==> src/ceb_pkg.sv <==
`default_nettype none

package ceb_pkg;

	localparam logic [2:0] KIND_LEFT   = 3'd0;
	localparam logic [2:0] KIND_RIGHT  = 3'd1;
	localparam logic [2:0] KIND_BACK   = 3'd2;
	localparam logic [2:0] KIND_INSERT = 3'd3;
	localparam logic [2:0] KIND_DUMP   = 3'd4;

	localparam logic [1:0] STAT_DONE  = 2'd0;
	localparam logic [1:0] STAT_EDGE  = 2'd1;
	localparam logic [1:0] STAT_FULL  = 2'd2;
	localparam logic [1:0] STAT_EMPTY = 2'd3;

	typedef struct packed {
		logic [2:0] kind;
		logic [7:0] character;
	} cmd_t;

	typedef struct packed {
		logic [1:0] status;
		logic [7:0] text_byte;
		logic       last;
		logic [6:0] cursor_pos;
		logic [6:0] text_length;
	} rsp_t;

	typedef enum logic [1:0] {
		OP_HOLD,
		OP_PUSH,
		OP_POP
	} stack_op_t;

	typedef struct packed {
		stack_op_t left_op;
		stack_op_t right_op;
	} cell_ctrl_t;

	typedef enum logic [1:0] {
		ST_IDLE,
		ST_GATHER,
		ST_EMIT,
		ST_RESTORE
	} state_t;

endpackage

`default_nettype wire

==> src/cursor_edit_buffer.sv <==
// An edit's transaction is registered and shown in the cycle after acceptance.
// Throughput: one edit per cycle while idle with a free output; the chain
// shifts every slot at once. A dump (N characters, L left of the cursor)
// moves L right, emits N back (one transaction each), then restores N-L.
// Reset clears the counts and the controller; character slots are not reset.
`default_nettype none

module cursor_edit_buffer #(
	parameter int CAPACITY = 64
) (
	input  wire logic          clk,
	input  wire logic          arst_n,
	input  wire logic          cmd_valid,
	output logic               cmd_stall,
	input  wire ceb_pkg::cmd_t cmd,
	output logic               rsp_valid,
	input  wire logic          rsp_stall,
	output ceb_pkg::rsp_t      rsp
);

	localparam int CW = $clog2(CAPACITY + 1);

	ceb_pkg::state_t     state_q, state_d;
	logic [CW-1:0]       left_cnt_q, left_cnt_d;
	logic [CW-1:0]       right_cnt_q, right_cnt_d;
	logic [CW-1:0]       orig_left_q, orig_left_d;
	logic [CW-1:0]       total;
	logic                rsp_valid_q;
	ceb_pkg::rsp_t       rsp_q, rsp_d;
	logic                load;
	logic                out_free;
	logic                accept;
	ceb_pkg::cell_ctrl_t ctrl;
	logic [7:0]          left_push;
	logic [7:0]          right_push;
	logic [7:0]          left_val  [CAPACITY];
	logic [7:0]          right_val [CAPACITY];

	// Cell chain: slot 0 is the top of each stack
	for (genvar i = 0; i < CAPACITY; i++) begin : g_cell
		logic [7:0] left_above, left_below, right_above, right_below;

		if (i == 0) begin : g_head
			assign left_above  = left_push;
			assign right_above = right_push;
		end else begin : g_body
			assign left_above  = left_val[i-1];
			assign right_above = right_val[i-1];
		end

		if (i == CAPACITY - 1) begin : g_tail
			assign left_below  = '0;
			assign right_below = '0;
		end else begin : g_link
			assign left_below  = left_val[i+1];
			assign right_below = right_val[i+1];
		end

		ceb_cell u_cell (
			.clk         (clk),
			.ctrl        (ctrl),
			.left_above  (left_above),
			.left_below  (left_below),
			.right_above (right_above),
			.right_below (right_below),
			.left_val    (left_val[i]),
			.right_val   (right_val[i])
		);
	end

	assign total     = CW'(left_cnt_q + right_cnt_q);
	assign out_free  = !rsp_valid_q || !rsp_stall;
	assign cmd_stall = !((state_q == ceb_pkg::ST_IDLE) && out_free);
	assign accept    = cmd_valid && !cmd_stall;

	always_comb begin
		state_d        = state_q;
		left_cnt_d     = left_cnt_q;
		right_cnt_d    = right_cnt_q;
		orig_left_d    = orig_left_q;
		ctrl.left_op   = ceb_pkg::OP_HOLD;
		ctrl.right_op  = ceb_pkg::OP_HOLD;
		left_push      = '0;
		right_push     = '0;
		load           = 1'b0;
		rsp_d          = '0;

		unique case (state_q)
			ceb_pkg::ST_IDLE: begin
				if (accept) begin
					load         = 1'b1;
					rsp_d.last   = 1'b1;
					rsp_d.status = ceb_pkg::STAT_DONE;
					unique case (cmd.kind)
						ceb_pkg::KIND_LEFT: begin
							if (left_cnt_q == '0) begin
								rsp_d.status = ceb_pkg::STAT_EDGE;
							end else begin
								ctrl.left_op  = ceb_pkg::OP_POP;
								ctrl.right_op = ceb_pkg::OP_PUSH;
								right_push    = left_val[0];
								left_cnt_d    = left_cnt_q - CW'(1);
								right_cnt_d   = right_cnt_q + CW'(1);
							end
						end
						ceb_pkg::KIND_RIGHT: begin
							if (right_cnt_q == '0) begin
								rsp_d.status = ceb_pkg::STAT_EDGE;
							end else begin
								ctrl.right_op = ceb_pkg::OP_POP;
								ctrl.left_op  = ceb_pkg::OP_PUSH;
								left_push     = right_val[0];
								left_cnt_d    = left_cnt_q + CW'(1);
								right_cnt_d   = right_cnt_q - CW'(1);
							end
						end
						ceb_pkg::KIND_BACK: begin
							if (left_cnt_q == '0) begin
								rsp_d.status = ceb_pkg::STAT_EDGE;
							end else begin
								ctrl.left_op = ceb_pkg::OP_POP;
								left_cnt_d   = left_cnt_q - CW'(1);
							end
						end
						ceb_pkg::KIND_INSERT: begin
							if (total >= CW'(CAPACITY)) begin
								rsp_d.status = ceb_pkg::STAT_FULL;
							end else begin
								ctrl.left_op = ceb_pkg::OP_PUSH;
								left_push    = cmd.character;
								left_cnt_d   = left_cnt_q + CW'(1);
							end
						end
						ceb_pkg::KIND_DUMP: begin
							if (total == '0) begin
								rsp_d.status = ceb_pkg::STAT_EMPTY;
							end else begin
								// Gather everything onto the right stack, then emit
								load        = 1'b0;
								orig_left_d = left_cnt_q;
								state_d     = (left_cnt_q == '0) ? ceb_pkg::ST_EMIT
								                                 : ceb_pkg::ST_GATHER;
							end
						end
						default: rsp_d.status = ceb_pkg::STAT_EDGE;
					endcase
					rsp_d.cursor_pos  = 7'(left_cnt_d);
					rsp_d.text_length = 7'(CW'(left_cnt_d + right_cnt_d));
				end
			end

			ceb_pkg::ST_GATHER: begin
				ctrl.left_op  = ceb_pkg::OP_POP;
				ctrl.right_op = ceb_pkg::OP_PUSH;
				right_push    = left_val[0];
				left_cnt_d    = left_cnt_q - CW'(1);
				right_cnt_d   = right_cnt_q + CW'(1);
				if (left_cnt_q == CW'(1)) begin
					state_d = ceb_pkg::ST_EMIT;
				end
			end

			ceb_pkg::ST_EMIT: begin
				// Emit the right top and drop it back onto the left stack
				if (out_free) begin
					ctrl.right_op     = ceb_pkg::OP_POP;
					ctrl.left_op      = ceb_pkg::OP_PUSH;
					left_push         = right_val[0];
					left_cnt_d        = left_cnt_q + CW'(1);
					right_cnt_d       = right_cnt_q - CW'(1);
					load              = 1'b1;
					rsp_d.status      = ceb_pkg::STAT_DONE;
					rsp_d.text_byte   = right_val[0];
					rsp_d.last        = (right_cnt_q == CW'(1));
					rsp_d.cursor_pos  = 7'(orig_left_q);
					rsp_d.text_length = 7'(total);
					if (right_cnt_q == CW'(1)) begin
						state_d = (orig_left_q == total) ? ceb_pkg::ST_IDLE
						                                 : ceb_pkg::ST_RESTORE;
					end
				end
			end

			ceb_pkg::ST_RESTORE: begin
				ctrl.left_op  = ceb_pkg::OP_POP;
				ctrl.right_op = ceb_pkg::OP_PUSH;
				right_push    = left_val[0];
				left_cnt_d    = left_cnt_q - CW'(1);
				right_cnt_d   = right_cnt_q + CW'(1);
				if (left_cnt_q == CW'(orig_left_q + CW'(1))) begin
					state_d = ceb_pkg::ST_IDLE;
				end
			end

			default: state_d = ceb_pkg::ST_IDLE;
		endcase
	end

	always_ff @(posedge clk or negedge arst_n) begin
		if (!arst_n) begin
			state_q     <= ceb_pkg::ST_IDLE;
			left_cnt_q  <= '0;
			right_cnt_q <= '0;
			orig_left_q <= '0;
			rsp_valid_q <= 1'b0;
		end else begin
			state_q     <= state_d;
			left_cnt_q  <= left_cnt_d;
			right_cnt_q <= right_cnt_d;
			orig_left_q <= orig_left_d;
			if (load) begin
				rsp_valid_q <= 1'b1;
			end else if (!rsp_stall) begin
				rsp_valid_q <= 1'b0;
			end
		end
	end

	// Hold the transaction while stalled
	always_ff @(posedge clk) begin
		if (load) begin
			rsp_q <= rsp_d;
		end
	end

	assign rsp_valid = rsp_valid_q;
	assign rsp       = rsp_q;

endmodule

`default_nettype wire

==> src/ceb_cell.sv <==
`default_nettype none

// One slot of each stack: slot i holds the entry i places below the top.
module ceb_cell (
	input  wire logic               clk,
	input  wire ceb_pkg::cell_ctrl_t ctrl,
	input  wire logic [7:0]         left_above,
	input  wire logic [7:0]         left_below,
	input  wire logic [7:0]         right_above,
	input  wire logic [7:0]         right_below,
	output logic      [7:0]         left_val,
	output logic      [7:0]         right_val
);

	logic [7:0] left_q;
	logic [7:0] right_q;

	always_ff @(posedge clk) begin
		unique case (ctrl.left_op)
			ceb_pkg::OP_PUSH: left_q <= left_above;
			ceb_pkg::OP_POP:  left_q <= left_below;
			default:          left_q <= left_q;
		endcase
		unique case (ctrl.right_op)
			ceb_pkg::OP_PUSH: right_q <= right_above;
			ceb_pkg::OP_POP:  right_q <= right_below;
			default:          right_q <= right_q;
		endcase
	end

	assign left_val  = left_q;
	assign right_val = right_q;

endmodule

`default_nettype wire

==> config.mk <==
export PLATFORM = sky130hd
export DESIGN_NAME = cursor_edit_buffer
export DESIGN_NICKNAME = d
export VERILOG_FILES = /design/src/ceb_pkg.sv /design/src/cursor_edit_buffer.sv /design/src/ceb_cell.sv
export SDC_FILE = /design/constraint.sdc
export NUM_CORES = 2
export LEC_CHECK = 0
export BUFFER_PORTS_ARGS = -buffer_cell sky130_fd_sc_hd__clkbuf_2
export CORE_MARGIN = 4
export CORE_UTILIZATION = 60
export CTS_CLUSTER_SIZE = 40
export DETAILED_ROUTE_END_ITERATION = 8
export PLACE_DENSITY = 0.76
export SYNTH_ARGS = -nofsm -noshare
export SYNTH_HDL_FRONTEND = slang
export SYNTH_SLANG_ARGS = --single-unit
==> constraint.sdc <==
create_clock -name clk -period 22.1 [get_ports clk]
set_input_delay 3.315 -clock clk [delete_from_list [all_inputs] [get_ports clk]]
set_output_delay 3.315 -clock clk [all_outputs]
set_load 0.01 [all_outputs]
=== Word-level counts from Yosys, hierarchy flattened ===
Index checks and enable logic that the tools add are counted.
Widths: inputs -> output; s select.

* Bitwise operators: 1
* Equality and inequality tests: 23
* Shifts and indexed selects: 0
* $lt $le $gt $ge: 1
* Reductions and logical operators: 19
* Divide/modulo/power cells: 0
* Multiplexer cells: 191
* $mul: 0
* $add $sub $neg: 7

{| class="wikitable"
|+ Operators by type and width
! operator !! count
|-
| $pmux 8 s2 || 131
|-
| $mux 7 || 13
|-
| $pmux 7 s3 || 3
|-
| $mux 8 || 7
|-
| $mux 15 || 2
|-
| $pmux 15 s2 || 1
|-
| $mux 2 || 13
|-
| $pmux 2 s4 || 3
|-
| $add 7x1->7 const B || 3
|-
| $logic_not 7->1 || 3
|-
| $add 7x7->7 || 2
|-
| $eq 7x1->1 const B || 2
|-
| $eq 7x7->1 || 2
|-
| $pmux 7 s2 || 1
|-
| $sub 7x1->7 const B || 2
|-
| $ne 2x2->1 const B || 6
|-
| $pmux 4 s3 || 1
|-
| $mux 1 || 9
|-
| $eq 2x2->1 const B || 4
|-
| $mux 4 || 2
|-
| $pmux 2 s2 || 2
|-
| $ge 7x7->1 const B || 1
|-
| $reduce_and 7->1 || 1
|-
| $eq 2x1->1 const B || 3
|-
| 16 further kinds || 25
|}

* Bits in writable memories: 0
* Bits of input ports: 15
* Memories kept: 0
* Flip-flop bits (word level): 1073
* Bits in latches: 0
* Logic and storage cells: 380
* ROM bits: 0

=== Depth between registers and ports, before layout ===
* Depth after elaboration: 9
* Mapped depth: 17

=== Modules after synthesis ===
From an unflattened synthesis, not the netlist that was laid out.

* Cells, all modules: 3064
* Area total of the unflattened synthesis: 54542.3 µm²

{| class="wikitable"
|+ By module, submodules not included
! module !! seq. area each (µm²) !! cells each !! instances !! area an instance (µm²)
|-
| ceb_cell || 480.5 || 40 || 64 || 783.3
|-
| cursor_edit_buffer || 1351.3 || 504 || 1 || 4414.2
|}

=== Worst setup path after synthesis ===
OpenSTA, ideal clock, no wires.

* Path type: input -> register
* Start: in cmd[10] (netlist name)
* End: reg g_cell[0].u_cell.right_q[0], enable pin
* Library setup time: 0.860 ns
* Required time: 21.240 ns
* Buffers on the path: 1
* Slack: 6.438 ns
* Data arrival time: 14.801 ns
* Cell stages on the path: 6
* Path through: clkbuf_1 -> or3b_2 -> o21bai_2 -> a21oi_1 -> ha_1 -> inv_1

* Cells in the longest elaborated chain, start to end: 6
* Elaborated cells between the ends (all ways): 8

{| class="wikitable"
|+ RTL lines
! element !! line !! RTL
|-
| from (decl) || cursor_edit_buffer.sv:15 || <nowiki>input wire ceb_pkg::cmd_t cmd,</nowiki>
|-
| $eq 3x1->1 or $logic_not 3->1 (tied branches) || cursor_edit_buffer.sv:94 || <nowiki>unique case (cmd.kind)</nowiki>
|-
| $pmux 2 s2 (*) || cursor_edit_buffer.sv:94 ||
|-
| $mux 4 (*) || cursor_edit_buffer.sv:90 || <nowiki>if (accept) begin</nowiki>
|-
| $pmux 4 s3 (*) || cursor_edit_buffer.sv:88 || <nowiki>unique case (state_q)</nowiki>
|-
| $eq 2x1->1 or $eq 2x2->1 (tied branches) || ceb_cell.sv:24 || <nowiki>unique case (ctrl.right_op)</nowiki>
|-
| $reduce_bool 2->1 (no source line) (*) || -- ||
|-
| to (signal assigned) || ceb_cell.sv:25 || <nowiki>ceb_pkg::OP_PUSH: right_q <= right_above;</nowiki>
|-
| to (signal assigned) || ceb_cell.sv:26 || <nowiki>ceb_pkg::OP_POP: right_q <= right_below;</nowiki>
|-
| to (signal assigned) || ceb_cell.sv:27 || <nowiki>default: right_q <= right_q;</nowiki>
|-
| to (decl) || ceb_cell.sv:16 || <nowiki>logic [7:0] right_q;</nowiki>
|}

Mark *: on every way between the ends. The rest lies on a longest branch, timed or not.
A chain may end at the register's enable or synchronous reset.

=== Final worst setup path ===
* Start: in rsp_stall
* End: reg g_cell[36].u_cell.right_q[2], enable pin

* Cells in the longest elaborated chain, start to end: 8
* Elaborated cells between the ends (all ways): 10

{| class="wikitable"
|+ RTL lines
! element !! line !! RTL
|-
| from (decl) || cursor_edit_buffer.sv:17 || <nowiki>input wire logic rsp_stall,</nowiki>
|-
| $logic_not 1->1 (*) || -- ||
|-
| $logic_or 1x1->1 (*) || cursor_edit_buffer.sv:72 || <nowiki>assign out_free = !rsp_valid_q || !rsp_stall;</nowiki>
|-
| $logic_and 1x1->1 || cursor_edit_buffer.sv:73 || <nowiki>assign cmd_stall = !((state_q == ceb_pkg::ST_IDLE) && out_free);</nowiki>
|-
| $logic_and 1x1->1 || cursor_edit_buffer.sv:74 || <nowiki>assign accept = cmd_valid && !cmd_stall;</nowiki>
|-
| $mux 4 || cursor_edit_buffer.sv:90 ||
|-
| $pmux 4 s3 (*) || cursor_edit_buffer.sv:88 ||
|-
| $eq 2x1->1 or $eq 2x2->1 (tied branches) || ceb_cell.sv:24 ||
|-
| $reduce_bool 2->1 (no source line) (*) || -- ||
|-
| to (signal assigned) || ceb_cell.sv:25 ||
|-
| to (signal assigned) || ceb_cell.sv:26 ||
|-
| to (signal assigned) || ceb_cell.sv:27 ||
|-
| to (decl) || ceb_cell.sv:16 ||
|}

Marked as above.

==> run summary <==
Count of flip-flops with a built-in enable after synthesis: 1049
R2R cell count: 11
Post-Route WL: 74400 µm
Clock transition at the registers of the reported paths: 60 ps
Port Buffers: 41
FF-to-FF End: g_cell[36].u_cell.right_val[2]$_DFFE_PP_
Synth Register Bits: 1073
Vias per std cell: 5.86
Average cell area after synthesis: 17.6 µm²
Hold Path Sink: g_cell[29].u_cell.right_val[1]$_DFFE_PP_
Outcome: completed
Post-route DRC: 0
Syn_nets: 2706
Dpl hpwl: 44900 µm
RSZ-0062 raised after global routing: no
Postcts setup bufs: 0
Maximum clock path buffer count: 3
FP Rows: 102
Post-synthesis cell area: 46800 µm²
Reg-to-reg startpoint: state_q[1]$_DFFE_PN0P_
Placed cell area: 48000 µm²
Register area: 32100 µm²
Top_reg_cell synth: edfxtp_1
Share of layout cells above drive strength 1: 44.8%
Max-slew violations: 0
GP Congestion: 0.870
Crit-path max FO: 91
Top cell type's share of synthesized area: 67.2%
Setup TNS: 0 ps
Hold crit path type: reg -> reg
Post-synth top area cell: edfxtp_1
Final Non-Filler Cells: 3821
Maximum operating frequency: 117 MHz
Hold Startpoint: g_cell[28].u_cell.right_val[1]$_DFFE_PP_
Slew HR: 17.9%
Die footprint: 82600 µm²
CTS H-tree lvls: 3
Overflow after GRT: 0
Wire per inst: 19.5 µm
Area growth, synth to finish: 10.4%
CTS Buf Count: 109
Startpoint types: input pin
CTS tree: yes
I/O pins: 42
Crit share post-route: 38.8%
Initial antenna violation count: 0
Yosys warns: 0
Ant diodes: 0
Maximum vdd drop: 0.116 mV
Post-CTS sizing: 0
Pre-Repair DR Iteration Count: 5
DP Cell Count: 3619
Slew @ Worst Pin: 1230 ps
Tot GR Track Use: 18.0%
Die height: 287 µm
CTS sink count: 1073
Finish-stage setup viols: 0
Clk_skew: 55.6 ps
Final Instance Area: 51700 µm²
Critical path data arrival time: 8830 ps
P_leak: 18.4 nW
CTS root buf: clkbuf_16
Max-cap violation count: 0
Post-detailed-route count of antenna-violating nets: 0
Largest net degree at the start of global routing: 211
Die X: 287 µm
Critical Path RT: 22360 ps
Initial core utilization: 60.5%
Global-route wire length before repair: 122000 µm
Min cycle time layout: 8570 ps
Fillers: 5059
Post-cts hold buffer count: 0
Power Density: 156 nW/µm²
Core area: 77500 µm²
Total number of vias: 22385
Final hold vios: 0
Reg2reg setup slack: 15670 ps
Multi-input gate area: 14100 µm²
Number of global-route vias before repair: 23024
Clk_lat worst skew: 670 ps
Top post-synthesis cells by area: edfxtp_1 67%, mux2_2 24%, dfrtp_1 1.3%
Number of DRC markers in iteration 0: 1605
Critical Path End Type: flip-flop
Post-synthesis cell type count: 74
Critical path type: in -> reg
Register area share after synthesis: 68.5%
Final nets: 2729
Synth async-reset ratio: 2.24%
Hold path depth: 1
Post-Syn Instances: 2667
==> layer usage <==
| layer | GRT usage (%) | part of all wire (%) | routed length, µm |
|---|---|---|---|
| met5 | 0 | 0 | 0 |
| met2 | 29.3 | 49 | 36300 |
| met3 | 3.23 | 3.8 | 2820 |
| met1 | 25.0 | 45 | 33400 |
| met4 | 5.39 | 2.5 | 1880 |
==> how the worst max path moves through the flow <==
stage | to | from
after global routing | g_cell[50].u_cell.right_val[2]$_DFFE_PP_ | rsp_stall
after floorplan | g_cell[0].u_cell.right_val[0]$_DFFE_PP_ | cmd[10]
after detailed placement | g_cell[48].u_cell.right_val[4]$_DFFE_PP_ | rsp_stall
after global placement | g_cell[47].u_cell.right_val[2]$_DFFE_PP_ | cmd[10]
after CTS | g_cell[43].u_cell.right_val[4]$_DFFE_PP_ | rsp_stall
final | g_cell[36].u_cell.right_val[2]$_DFFE_PP_ | rsp_stall
==> per-stage QoR <==
stage | utilization, % | hold WS [ps] | total power, W | worst slack (ps)
final | 66.8 | 537 | 0.00805 | 13530
after global routing | 66.8 | 563 | 0.00851 | 13160
after CTS | 66.8 | 535 | 0.00813 | 13610
after detailed placement | 62.0 | 532 | 0.00621 | 12900
after global placement | 62.0 | 531 | 0.00602 | 13180
after floorplan | - | 521 | 0.00581 | 6440
==> flip-flops by register name, summed over array words and instances, names as in the netlist <==
register,cells
g_cell.u_cell.left_val,512
orig_left_q,7
g_cell.u_cell.right_val,512
rsp,25
rsp_valid,1
left_cnt_q,7
state_q,2
right_cnt_q,7
==> cell usage after synthesis (all sizes together), types with 18 or more instances <==
cell type	count
nor2b	19
edfxtp	1049
a21oi	37
ha	22
mux2	1000
nand2	57
nor2	34
xnor2	25
dfrtp	24
clkbuf	143
o21ai	42
nand3	18
==> power breakdown <==
part	switching (W)	internal (W)
registers	0.000575	0.00376
clock network	0.000763	0.00112
logic	0.000816	0.00102
total	0.00215	0.00589
==> placed cells by master (no fill, tap or decap), drive strengths merged, types with 22 or more instances in the layout <==
cell type and n:
nor2 34, nand2 57, ha 22, edfxtp 1049, mux2 1000, xnor2 25, clkinv 49, dfrtp 24
a21oi 37, clkbuf 172, o21ai 42, buf 23
==> area by class of cell <==
| cell class | instances | share of cell area, % |
|---|---|---|
| Clock buffer | 131 | 5.55 |
| Clock inverter | 71 | 1.63 |
| Inverter | 17 | 0.152 |
| Multi-Input combinational cell | 1425 | 27.3 |
| Sequential cell | 1073 | 62.1 |
| Tap cell | 1040 | 2.52 |
| Timing Repair Buffer | 64 | 0.803 |
==> cells by family after synthesis <==
group | after synthesis | synth area share [%]
DFF | 1073 | 68.5
adders and majority gates | 24 | 0.673
AOI/OAI and AO/OA | 179 | 2.56
and+or+nand+nor | 178 | 1.94
buffers and inverters | 169 | 1.40
xor gates and xnor gates | 42 | 0.815
muxes | 1002 | 24.1
==> worst max-delay path: stages <==
cell	delay (ps)
clkbuf_2	80
nand2_1	410
and2_1	480
nor2_1	180
a21oi_1	740
ha_4	340
inv_8	360
buf_4	950
buf_4	900
buf_4	970
Power figures use the tool's default switching activity.
